==> src/sv/glcd_dcs_pkg.sv <==
// Shared types and codes for the dual-controller graphic LCD cursor sequencer.
// No dependencies; used by every module of the block.
`default_nettype none

package glcd_dcs_pkg;

  // Request opcodes
  localparam logic [1:0] OP_SET_ADDR   = 2'd0;
  localparam logic [1:0] OP_DATA_WRITE = 2'd1;
  localparam logic [1:0] OP_DATA_READ  = 2'd2;
  localparam logic [1:0] OP_RAW_CMD    = 2'd3;

  // Bus transaction kinds
  localparam logic [1:0] KIND_SELECT = 2'd0;
  localparam logic [1:0] KIND_CMD    = 2'd1;
  localparam logic [1:0] KIND_WRITE  = 2'd2;
  localparam logic [1:0] KIND_READ   = 2'd3;

  // Register indexes (paddr[2])
  localparam logic REG_COLUMN_BASE = 1'b0;
  localparam logic REG_PAGE_BASE   = 1'b1;

  localparam logic [7:0] COLUMN_BASE_RESET = 8'd64;
  localparam logic [7:0] PAGE_BASE_RESET   = 8'd184;

  // Cache code for a page not yet sent
  localparam logic [3:0] PAGE_UNKNOWN = 4'hF;

  localparam int NUM_CHIPS   = 2;
  localparam int MAX_TRANS   = 4;
  // Plan queue depth, power of two
  localparam int QUEUE_DEPTH = 2;

  // One bus transaction
  typedef struct packed {
    logic [1:0] kind;
    logic       chip;
    logic [7:0] data;
  } trans_t;

  // All transactions caused by one item
  typedef struct packed {
    logic [2:0]                 cnt;
    trans_t [MAX_TRANS-1:0]     ent;
  } plan_t;

  // Append one transaction to a plan
  function automatic plan_t add_trans(plan_t p, logic [1:0] kind, logic chip,
                                      logic [7:0] data);
    plan_t r;
    r = p;
    if (p.cnt < 3'(MAX_TRANS)) begin
      r.ent[p.cnt[1:0]].kind = kind;
      r.ent[p.cnt[1:0]].chip = chip;
      r.ent[p.cnt[1:0]].data = data;
      r.cnt = p.cnt + 3'd1;
    end
    return r;
  endfunction

endpackage

`default_nettype wire

==> src/sv/glcd_dcs_front.sv <==
// Front end: accepts requests, keeps chip/cursor/page-cache state, builds transaction plans.
// Depends on glcd_dcs_pkg.
`default_nettype none

module glcd_dcs_front #(
  parameter int CHIP_COLUMNS = 64,
  parameter int PAGES        = 8
) (
  input  wire logic                 clk,
  input  wire logic                 rst,
  input  wire logic                 in_valid,
  output logic                      in_ready,
  input  wire logic [1:0]           opcode,
  input  wire logic [6:0]           column,
  input  wire logic [2:0]           page,
  input  wire logic [7:0]           data_byte,
  input  wire logic                 chip_index,
  input  wire logic [7:0]           column_base,
  input  wire logic [7:0]           page_base,
  input  wire logic                 q_full,
  output logic                      q_push,
  output glcd_dcs_pkg::plan_t       q_plan
);

  localparam int TOTAL = glcd_dcs_pkg::NUM_CHIPS * CHIP_COLUMNS;
  localparam int CUR_W = $clog2(TOTAL);

  // Architectural state
  logic             active_chip;
  logic [CUR_W-1:0] cursor;
  logic [2:0]       cursor_page;
  logic [1:0][3:0]  page_cache;

  logic             active_next;
  logic [CUR_W-1:0] cursor_next;
  logic [2:0]       cursor_page_next;
  logic [1:0][3:0]  page_cache_next;

  glcd_dcs_pkg::plan_t plan;

  logic             accept;
  logic [CUR_W-1:0] col_sat;
  logic [2:0]       pg_sat;
  logic             at_end;
  logic             crossing;
  logic             do_col;
  logic             do_page;
  logic [2:0]       pg_val;
  logic             col_chip;
  logic [CUR_W-1:0] in_col;

  assign in_ready = !q_full;
  assign accept   = in_valid && in_ready;
  assign q_push   = accept;
  assign q_plan   = plan;

  // Saturate set-address operands
  always_comb begin
    if ({2'b00, column} >= 9'(TOTAL)) begin
      col_sat = CUR_W'(TOTAL - 1);
    end else begin
      col_sat = CUR_W'(column);
    end
    if ({1'b0, page} >= 4'(PAGES)) begin
      pg_sat = 3'(PAGES - 1);
    end else begin
      pg_sat = page;
    end
  end

  // End of line and controller crossing for data writes
  assign at_end   = 9'(cursor) >= 9'(TOTAL - 1);
  assign crossing = (9'(cursor) + 9'd1) == 9'(CHIP_COLUMNS);

  // Plan and next state
  always_comb begin
    plan             = '0;
    active_next      = active_chip;
    cursor_next      = cursor;
    cursor_page_next = cursor_page;
    page_cache_next  = page_cache;
    do_col           = 1'b0;
    do_page          = 1'b0;
    pg_val           = cursor_page;
    col_chip         = 1'b0;
    in_col           = '0;

    case (opcode)
      glcd_dcs_pkg::OP_SET_ADDR: begin
        cursor_next = col_sat;
        do_col      = 1'b1;
        do_page     = 1'b1;
        pg_val      = pg_sat;
      end
      glcd_dcs_pkg::OP_DATA_WRITE: begin
        plan = glcd_dcs_pkg::add_trans(plan, glcd_dcs_pkg::KIND_WRITE, active_chip,
                                       data_byte);
        if (at_end) begin
          // wrap to the first column of the last controller
          cursor_next = CUR_W'(CHIP_COLUMNS);
        end else begin
          cursor_next = cursor + CUR_W'(1);
          if (crossing) begin
            do_col  = 1'b1;
            do_page = 1'b1;
          end
        end
      end
      glcd_dcs_pkg::OP_DATA_READ: begin
        plan = glcd_dcs_pkg::add_trans(plan, glcd_dcs_pkg::KIND_READ, active_chip, 8'd0);
      end
      default: begin
        if (chip_index != active_chip) begin
          plan = glcd_dcs_pkg::add_trans(plan, glcd_dcs_pkg::KIND_SELECT, chip_index, 8'd0);
          plan = glcd_dcs_pkg::add_trans(plan, glcd_dcs_pkg::KIND_CMD, chip_index,
                                         data_byte);
          plan = glcd_dcs_pkg::add_trans(plan, glcd_dcs_pkg::KIND_SELECT, active_chip,
                                         8'd0);
        end else begin
          plan = glcd_dcs_pkg::add_trans(plan, glcd_dcs_pkg::KIND_CMD, chip_index,
                                         data_byte);
        end
      end
    endcase

    // Select the controller holding the cursor and send its column
    if (do_col) begin
      col_chip = 9'(cursor_next) >= 9'(CHIP_COLUMNS);
      in_col   = col_chip ? (cursor_next - CUR_W'(CHIP_COLUMNS)) : cursor_next;
      if (col_chip != active_next) begin
        active_next = col_chip;
        plan = glcd_dcs_pkg::add_trans(plan, glcd_dcs_pkg::KIND_SELECT, col_chip, 8'd0);
      end
      plan = glcd_dcs_pkg::add_trans(plan, glcd_dcs_pkg::KIND_CMD, active_next,
                                     column_base | 8'(in_col));
    end

    // Send the page only when the cache differs
    if (do_page) begin
      cursor_page_next = pg_val;
      if (page_cache_next[active_next] != {1'b0, pg_val}) begin
        page_cache_next[active_next] = {1'b0, pg_val};
        plan = glcd_dcs_pkg::add_trans(plan, glcd_dcs_pkg::KIND_CMD, active_next,
                                       page_base | {5'd0, pg_val});
      end
    end
  end

  // State registers
  always_ff @(posedge clk) begin
    if (rst) begin
      active_chip <= 1'b0;
      cursor      <= '0;
      cursor_page <= '0;
      page_cache  <= {glcd_dcs_pkg::PAGE_UNKNOWN, glcd_dcs_pkg::PAGE_UNKNOWN};
    end else if (accept) begin
      active_chip <= active_next;
      cursor      <= cursor_next;
      cursor_page <= cursor_page_next;
      page_cache  <= page_cache_next;
    end
  end

endmodule

`default_nettype wire

==> src/sv/glcd_dcs_queue.sv <==
// Short plan queue between the front end and the bus emitter.
// Depends on glcd_dcs_pkg.
`default_nettype none

module glcd_dcs_queue (
  input  wire logic                 clk,
  input  wire logic                 rst,
  input  wire logic                 push,
  input  wire glcd_dcs_pkg::plan_t  push_plan,
  output logic                      full,
  input  wire logic                 pop,
  output logic                      head_valid,
  output glcd_dcs_pkg::plan_t       head_plan
);

  localparam int DEPTH = glcd_dcs_pkg::QUEUE_DEPTH;
  localparam int PTR_W = (DEPTH > 1) ? $clog2(DEPTH) : 1;
  localparam int CNT_W = $clog2(DEPTH + 1);

  glcd_dcs_pkg::plan_t mem [DEPTH];
  logic [PTR_W-1:0]    wr_ptr;
  logic [PTR_W-1:0]    rd_ptr;
  logic [CNT_W-1:0]    count;

  assign full       = count == CNT_W'(DEPTH);
  assign head_valid = count != '0;
  assign head_plan  = mem[rd_ptr];

  // Storage
  always_ff @(posedge clk) begin
    if (push) begin
      mem[wr_ptr] <= push_plan;
    end
  end

  // Pointers and fill count
  always_ff @(posedge clk) begin
    if (rst) begin
      wr_ptr <= '0;
      rd_ptr <= '0;
      count  <= '0;
    end else begin
      if (push) begin
        wr_ptr <= wr_ptr + PTR_W'(1);
      end
      if (pop) begin
        rd_ptr <= rd_ptr + PTR_W'(1);
      end
      if (push && !pop) begin
        count <= count + CNT_W'(1);
      end else if (pop && !push) begin
        count <= count - CNT_W'(1);
      end
    end
  end

endmodule

`default_nettype wire

==> src/sv/glcd_dcs_back.sv <==
// Bus emitter: walks plans to an output register, one transaction per unstalled cycle.
// Depends on glcd_dcs_pkg.
`default_nettype none

module glcd_dcs_back (
  input  wire logic                 clk,
  input  wire logic                 rst,
  input  wire logic                 head_valid,
  input  wire glcd_dcs_pkg::plan_t  head_plan,
  output logic                      pop,
  output logic                      out_valid,
  input  wire logic                 out_ready,
  output logic [1:0]                bus_kind,
  output logic                      chip,
  output logic [7:0]                bus_byte,
  output logic                      last
);

  logic [1:0]           idx;
  logic                 load;
  logic                 final_one;
  glcd_dcs_pkg::trans_t cur;

  assign load      = !out_valid || out_ready;
  assign cur       = head_plan.ent[idx];
  assign final_one = ({1'b0, idx} + 3'd1) >= head_plan.cnt;
  assign pop       = load && head_valid && final_one;

  // Transaction index within the head plan
  always_ff @(posedge clk) begin
    if (rst) begin
      idx       <= '0;
      out_valid <= 1'b0;
    end else if (load) begin
      out_valid <= head_valid;
      if (head_valid) begin
        idx <= final_one ? 2'd0 : idx + 2'd1;
      end
    end
  end

  // Output payload register
  always_ff @(posedge clk) begin
    if (load && head_valid) begin
      bus_kind <= cur.kind;
      chip     <= cur.chip;
      bus_byte <= cur.data;
      last     <= final_one;
    end
  end

endmodule

`default_nettype wire

==> src/sv/glcd_dual_chip_cursor_sequencer_unit.sv <==
// Top level of the dual-controller graphic LCD cursor sequencer: APB registers and datapath.
// Depends on glcd_dcs_pkg, glcd_dcs_front, glcd_dcs_queue, glcd_dcs_back.
//
//   port group   direction  handshake             payload
//   request      in         in_valid / in_ready   opcode, column, page, data_byte, chip_index
//   bus item     out        out_valid / out_ready bus_kind, chip, bus_byte, last
//   registers    in/out     APB psel/penable      paddr, pwdata, prdata
//
// Each request yields one to four bus items, emitted one per cycle from the
// output register unless stalled; the emitter works through one request at a time.
// The front end takes a request per cycle while the two-entry plan queue has room.
// Synchronous reset clears cursor, chip, page cache, queue and output valid.
// A stalled output holds its item; the queue lets the front keep accepting.
`default_nettype none

module glcd_dual_chip_cursor_sequencer_unit #(
  parameter int CHIP_COLUMNS = 64,
  parameter int PAGES        = 8
) (
  input  wire logic        clk,
  input  wire logic        rst,
  input  wire logic        in_valid,
  output logic             in_ready,
  input  wire logic [1:0]  opcode,
  input  wire logic [6:0]  column,
  input  wire logic [2:0]  page,
  input  wire logic [7:0]  data_byte,
  input  wire logic        chip_index,
  output logic             out_valid,
  input  wire logic        out_ready,
  output logic [1:0]       bus_kind,
  output logic             chip,
  output logic [7:0]       bus_byte,
  output logic             last,
  input  wire logic        psel,
  input  wire logic        penable,
  input  wire logic        pwrite,
  input  wire logic [2:0]  paddr,
  input  wire logic [31:0] pwdata,
  output logic [31:0]      prdata,
  output logic             pready
);

  logic [7:0]          column_base;
  logic [7:0]          page_base;
  logic                q_full;
  logic                q_push;
  glcd_dcs_pkg::plan_t q_plan;
  logic                q_pop;
  logic                head_valid;
  glcd_dcs_pkg::plan_t head_plan;
  logic                cfg_write;

  // Configuration registers
  assign pready    = 1'b1;
  assign cfg_write = psel && penable && pwrite && pready;

  always_ff @(posedge clk) begin
    if (rst) begin
      column_base <= glcd_dcs_pkg::COLUMN_BASE_RESET;
      page_base   <= glcd_dcs_pkg::PAGE_BASE_RESET;
    end else if (cfg_write) begin
      if (paddr[2] == glcd_dcs_pkg::REG_COLUMN_BASE) begin
        column_base <= pwdata[7:0];
      end else begin
        page_base <= pwdata[7:0];
      end
    end
  end

  // Register readback
  always_comb begin
    if (paddr[2] == glcd_dcs_pkg::REG_PAGE_BASE) begin
      prdata = {24'd0, page_base};
    end else begin
      prdata = {24'd0, column_base};
    end
  end

  glcd_dcs_front #(
    .CHIP_COLUMNS (CHIP_COLUMNS),
    .PAGES        (PAGES)
  ) u_front (
    .clk         (clk),
    .rst         (rst),
    .in_valid    (in_valid),
    .in_ready    (in_ready),
    .opcode      (opcode),
    .column      (column),
    .page        (page),
    .data_byte   (data_byte),
    .chip_index  (chip_index),
    .column_base (column_base),
    .page_base   (page_base),
    .q_full      (q_full),
    .q_push      (q_push),
    .q_plan      (q_plan)
  );

  glcd_dcs_queue u_queue (
    .clk        (clk),
    .rst        (rst),
    .push       (q_push),
    .push_plan  (q_plan),
    .full       (q_full),
    .pop        (q_pop),
    .head_valid (head_valid),
    .head_plan  (head_plan)
  );

  glcd_dcs_back u_back (
    .clk        (clk),
    .rst        (rst),
    .head_valid (head_valid),
    .head_plan  (head_plan),
    .pop        (q_pop),
    .out_valid  (out_valid),
    .out_ready  (out_ready),
    .bus_kind   (bus_kind),
    .chip       (chip),
    .bus_byte   (bus_byte),
    .last       (last)
  );

endmodule

`default_nettype wire
==> config.mk <==
export PLATFORM = sky130hd
export DESIGN_NAME = glcd_dual_chip_cursor_sequencer_unit
export DESIGN_NICKNAME = d
export VERILOG_FILES = /design/src/sv/glcd_dcs_pkg.sv /design/src/sv/glcd_dcs_front.sv /design/src/sv/glcd_dcs_queue.sv /design/src/sv/glcd_dcs_back.sv /design/src/sv/glcd_dual_chip_cursor_sequencer_unit.sv
export SDC_FILE = /design/constraint.sdc
export NUM_CORES = 1
export LEC_CHECK = 0
export BUFFER_PORTS_ARGS = -buffer_cell sky130_fd_sc_hd__buf_2
export CORE_UTILIZATION = 50
export CTS_BUF_LIST = sky130_fd_sc_hd__clkbuf_4 sky130_fd_sc_hd__clkbuf_8
export DETAILED_ROUTE_END_ITERATION = 10
export PLACE_DENSITY = 0.71
export SLEW_MARGIN = 10
export SYNTH_ARGS = -nofsm -noshare
export SYNTH_HDL_FRONTEND = slang
export SYNTH_SLANG_ARGS = --single-unit
==> constraint.sdc <==
create_clock -name clk -period 7.1 [get_ports clk]
set_input_delay 0.355 -clock clk [delete_from_list [all_inputs] [get_ports clk]]
set_output_delay 0.355 -clock clk [all_outputs]
set_load 0.005 [all_outputs]
==> impl_metrics.py <==
metrics = {
    "global_routing": {
        "grt_pass1_vias": 5555,
        "gr-total-overflow": 0,
        "grt_antenna_before_repair": 0,
        "grt_first_pass_wirelength_mm": 29.2,
        "grtUsageTotal_pct": 23.6,
        "grt_max_degree": 45,
    },
    "setup_path": {
        "worstPathMaxFanout": 18,
        "crit_required_ns": 7.34,
        "cp_slowest_stage_delay_ns": 0.96,
        "cpMostUsedCell": "ha_1",
        "crit_arrival_ns": 5.33,
        "r2r_start": "u_front.cursor[0]",
        "worstSetupEndpointType": "register",
        "r2r_end": "u_queue.mem[1][8]",
        "crit_chain": "ha_1, nand2_1, o211ai_1, buf_4, ha_1, nor3_1, buf_4, nor2_1, ha_1, or2_2, a21oi_1, o21ai_0, a2111oi_4, o21ai_0, a22oi_1",
        "cp_slowest_cell": "a2111oi_4",
        "critPathKind": "reg2reg",
        "r2r_setup_slack_ns": 2.01,
        "crit_path_start_kind": "register",
        "r2r_cells": 15,
    },
    "run": {
        "cap_violations": 0,
    },
    "sta": {
        "setup_viol": 0,
        "finClkSkew_ns": 0.0104,
        "timing.fmax_ghz": 0.196,
        "max_slew.worst_pin.slew_ns": 1.06,
        "period_share_pct": 71.7,
        "final.setup.tns_ns": 0,
        "grt_setup_unrepaired": "false",
        "setup_ws_ns": 2.01,
        "period_needed_ns": 5.09,
        "relSlewSlack_pct": 29.5,
        "final_hold_viol_count": 0,
        "drv_slew": 0,
    },
    "clock_network": {
        "numCtsBuffers": 17,
        "clock-sinks": 143,
        "cts_setup_buffers": 0,
        "clk_root_buffer_cell": "clkbuf_8",
        "cts_resized": 0,
        "clk_latency_ns": 0.45,
        "cts_tree": "done",
        "hold_buffers": 0,
        "htreeDepth": 4,
        "clk_pin_slew_ns": 0.07,
        "clock_path_buffers": 2,
    },
    "outcome": {
        "status": "completed",
    },
    "min_path": {
        "min_to": "page_base[5]",
        "hold_path_depth": 3,
        "hp-class": "in2reg",
        "hp-start": "pwdata[5]",
    },
    "yosys": {
        "seq_area_frac_synth_pct": 49.6,
        "synth_edf_count": 100,
        "synthArstFlopShare_pct": 0,
        "netlist_area_sq_um": 7790,
        "yosysTopAreaCellShare_pct": 38.5,
        "ys_ff_latch": 143,
        "synthTopCellsByArea": "edfxtp_1 (39%), dfxtp_1 (11%), mux4_2 (5.8%), nand2_1 (4.7%), ha_1 (3.4%)",
        "ys.flop_type": "edfxtp_1",
        "syn_inst": 720,
        "synth_common_cells": "edfxtp_1 (100), nand2_1 (98), nor2_1 (60), dfxtp_1 (43), a21oi_1 (41)",
        "yosysMostFrequentCell": "edfxtp_1",
        "ys_types": 72,
        "avgSynthCellArea_sq_um": 10.8,
        "yosys.area.top_type": "edfxtp_1",
        "ys_warn_count": 0,
    },
    "place": {
        "dp_hpwl_mm": 12.9,
        "place_congestion": 0.904,
        "pre_cts_slack_ns": 1.80,
        "io_buffers": 58,
    },
    "layout": {
        "nets": 848,
        "drive_gt1_share_pct": 20.6,
        "area.growth.synth_to_final_pct": 9.18,
        "fillers": 1316,
    },
    "pwr": {
        "p_leak_nw": 3.17,
        "power_density_nw_per_um2": 302,
        "ir_drop_uv": 131,
    },
    "drt": {
        "vias": 5797,
        "drt_pass1_iterations": 6,
        "wl_per_cell_um": 18.6,
        "postRouteAntennaNets": 0,
        "drc": 0,
        "viasPerCell": 6.00,
        "routed_wirelength_mm": 18.0,
        "initialDrtViolationCount": 657,
    },
    "floorplan": {
        "dieArea_sq_um": 16100,
        "die_y_um": 127,
        "core_sq_um": 15200,
        "rows": 45,
        "die_w_um": 127,
        "initial_core_util_pct": 51.3,
        "top_level_ports": 110,
    },
}
-- how the worst max path moves through the flow --
stage	start	to	slack, ns	cells past startpoint
CTS	u_front.cursor[0]	u_queue.mem[1][8]	2.08	15
floorplan	opcode[0]	u_queue.mem[0][8]	2.57	18
global route	u_front.cursor[0]	u_queue.mem[1][8]	1.57	15
finish	u_front.cursor[0]	u_queue.mem[1][8]	2.01	15
global placement	opcode[1]	u_queue.mem[0][8]	2.03	17
detailed placement	opcode[1]	u_queue.mem[1][8]	1.80	17
-- through the flow --
| step | instance area, sq um | power, mW | instances | util (%) | hold slack [ns] |
|---|---|---|---|---|---|
| 6_report | 8510 | 2.57 | 966 | 56.0 | 0.136 |
| 5_1_grt | 8510 | 2.71 | 965 | 56.0 | 0.135 |
| 4_1_cts | 8510 | 2.58 | 965 | 56.0 | 0.115 |
| 3_5_place_dp | 8120 | 1.95 | 933 | 53.4 | 0.444 |
| 3_3_place_gp | 8120 | 1.91 | 933 | 53.4 | 0.436 |
| 2_1_floorplan | 7880 | 1.72 | 743 | - | 0.428 |
-- sequential cells by signal, indices dropped and copies added (netlist names), 2 cells and up, named ones only --
| name | cells |
|---|---|
| u_back.idx | 2 |
| u_back.bus_byte | 8 |
| u_back.bus_kind | 2 |
| page_base | 8 |
| column_base | 8 |
| u_queue.count | 2 |
| u_front.cursor | 7 |
| u_front.cursor_page | 3 |
| u_front.page_cache | 8 |
| u_queue.mem | 88 |
-- area by class of cell --
class | instances | area [sq um] | share of cell area, %
antenna | 1 | 2.50 | 0.0294
clock buffer | 22 | 278 | 3.26
clock inverter | 10 | 115 | 1.35
inverter | 18 | 67.6 | 0.794
multi-input combinational | 517 | 3590 | 42.2
sequential | 143 | 3860 | 45.4
tap | 188 | 235 | 2.76
timing repair buffer | 67 | 358 | 4.20
-- cell usage in the layout (no fill, tap or decap), drive strengths merged, types with 3 or more instances in the layout --
master and count:
conb 25, nor2b 6, mux4 20, a221o 3, or2 6, and3 16, or3b 4, nand3b 6
nand4 3, clkinv 7, a2111oi 5, mux2 11, xor2 4, mux2i 12, a211o 12, or3 6
a22oi 10, clkbuf 22, buf 67, ha 21, dfxtp 43, inv 18, nand2 98, nor3 18
o311ai 7, nand3 24, a21o 5, a221oi 4, xnor2 6, a21oi 42, and2 4, o21ai 23
edfxtp 100, nand2b 12, o22ai 4, a211oi 7, o2bb2ai 3, nor2 60
-- worst max-delay path, delay by kind of cell (launching register included) --
family          cells  cell delay [ns]
buf+inv             2             0.40
fa+ha+maj           3             1.14
simple gates        4             0.81
compound gates      6             2.00
flops               1             0.50
-- cells by family (layout without fill, tap and decap cells) --
group / Yosys count / in the layout / synth area share (%)
flip-flops: 143 / 143 / 49.6
other: 2 / 26 / 0.0963
AO/OA/AOI/OAI: 146 / 146 / 14.2
AND/OR/NAND/NOR: 272 / 272 / 17.0
adder cells (fa/ha/maj): 21 / 21 / 3.37
XOR/XNOR: 10 / 10 / 1.12
buffers and inverters: 83 / 117 / 5.62
multiplexers: 43 / 43 / 9.12
-- where the power goes --
part           internal [mW]  switching [mW]  leakage [nW]
registers               1.09          0.0568          1.31
logic                  0.322           0.462          1.65
clock network          0.337           0.303         0.204
-- layer usage --
metal | share of wire, % | up-vias | track usage, %
met1 | 44 | 2842 | 31.2
met3 | 6.0 | 32 | 4.68
met4 | 1.8 | 0 | 8.47
li1 | - | 2710 | -
met5 | 0 | - | 0
met2 | 48 | 213 | 38.7
No activity file was read; power rests on OpenSTA's default activity.
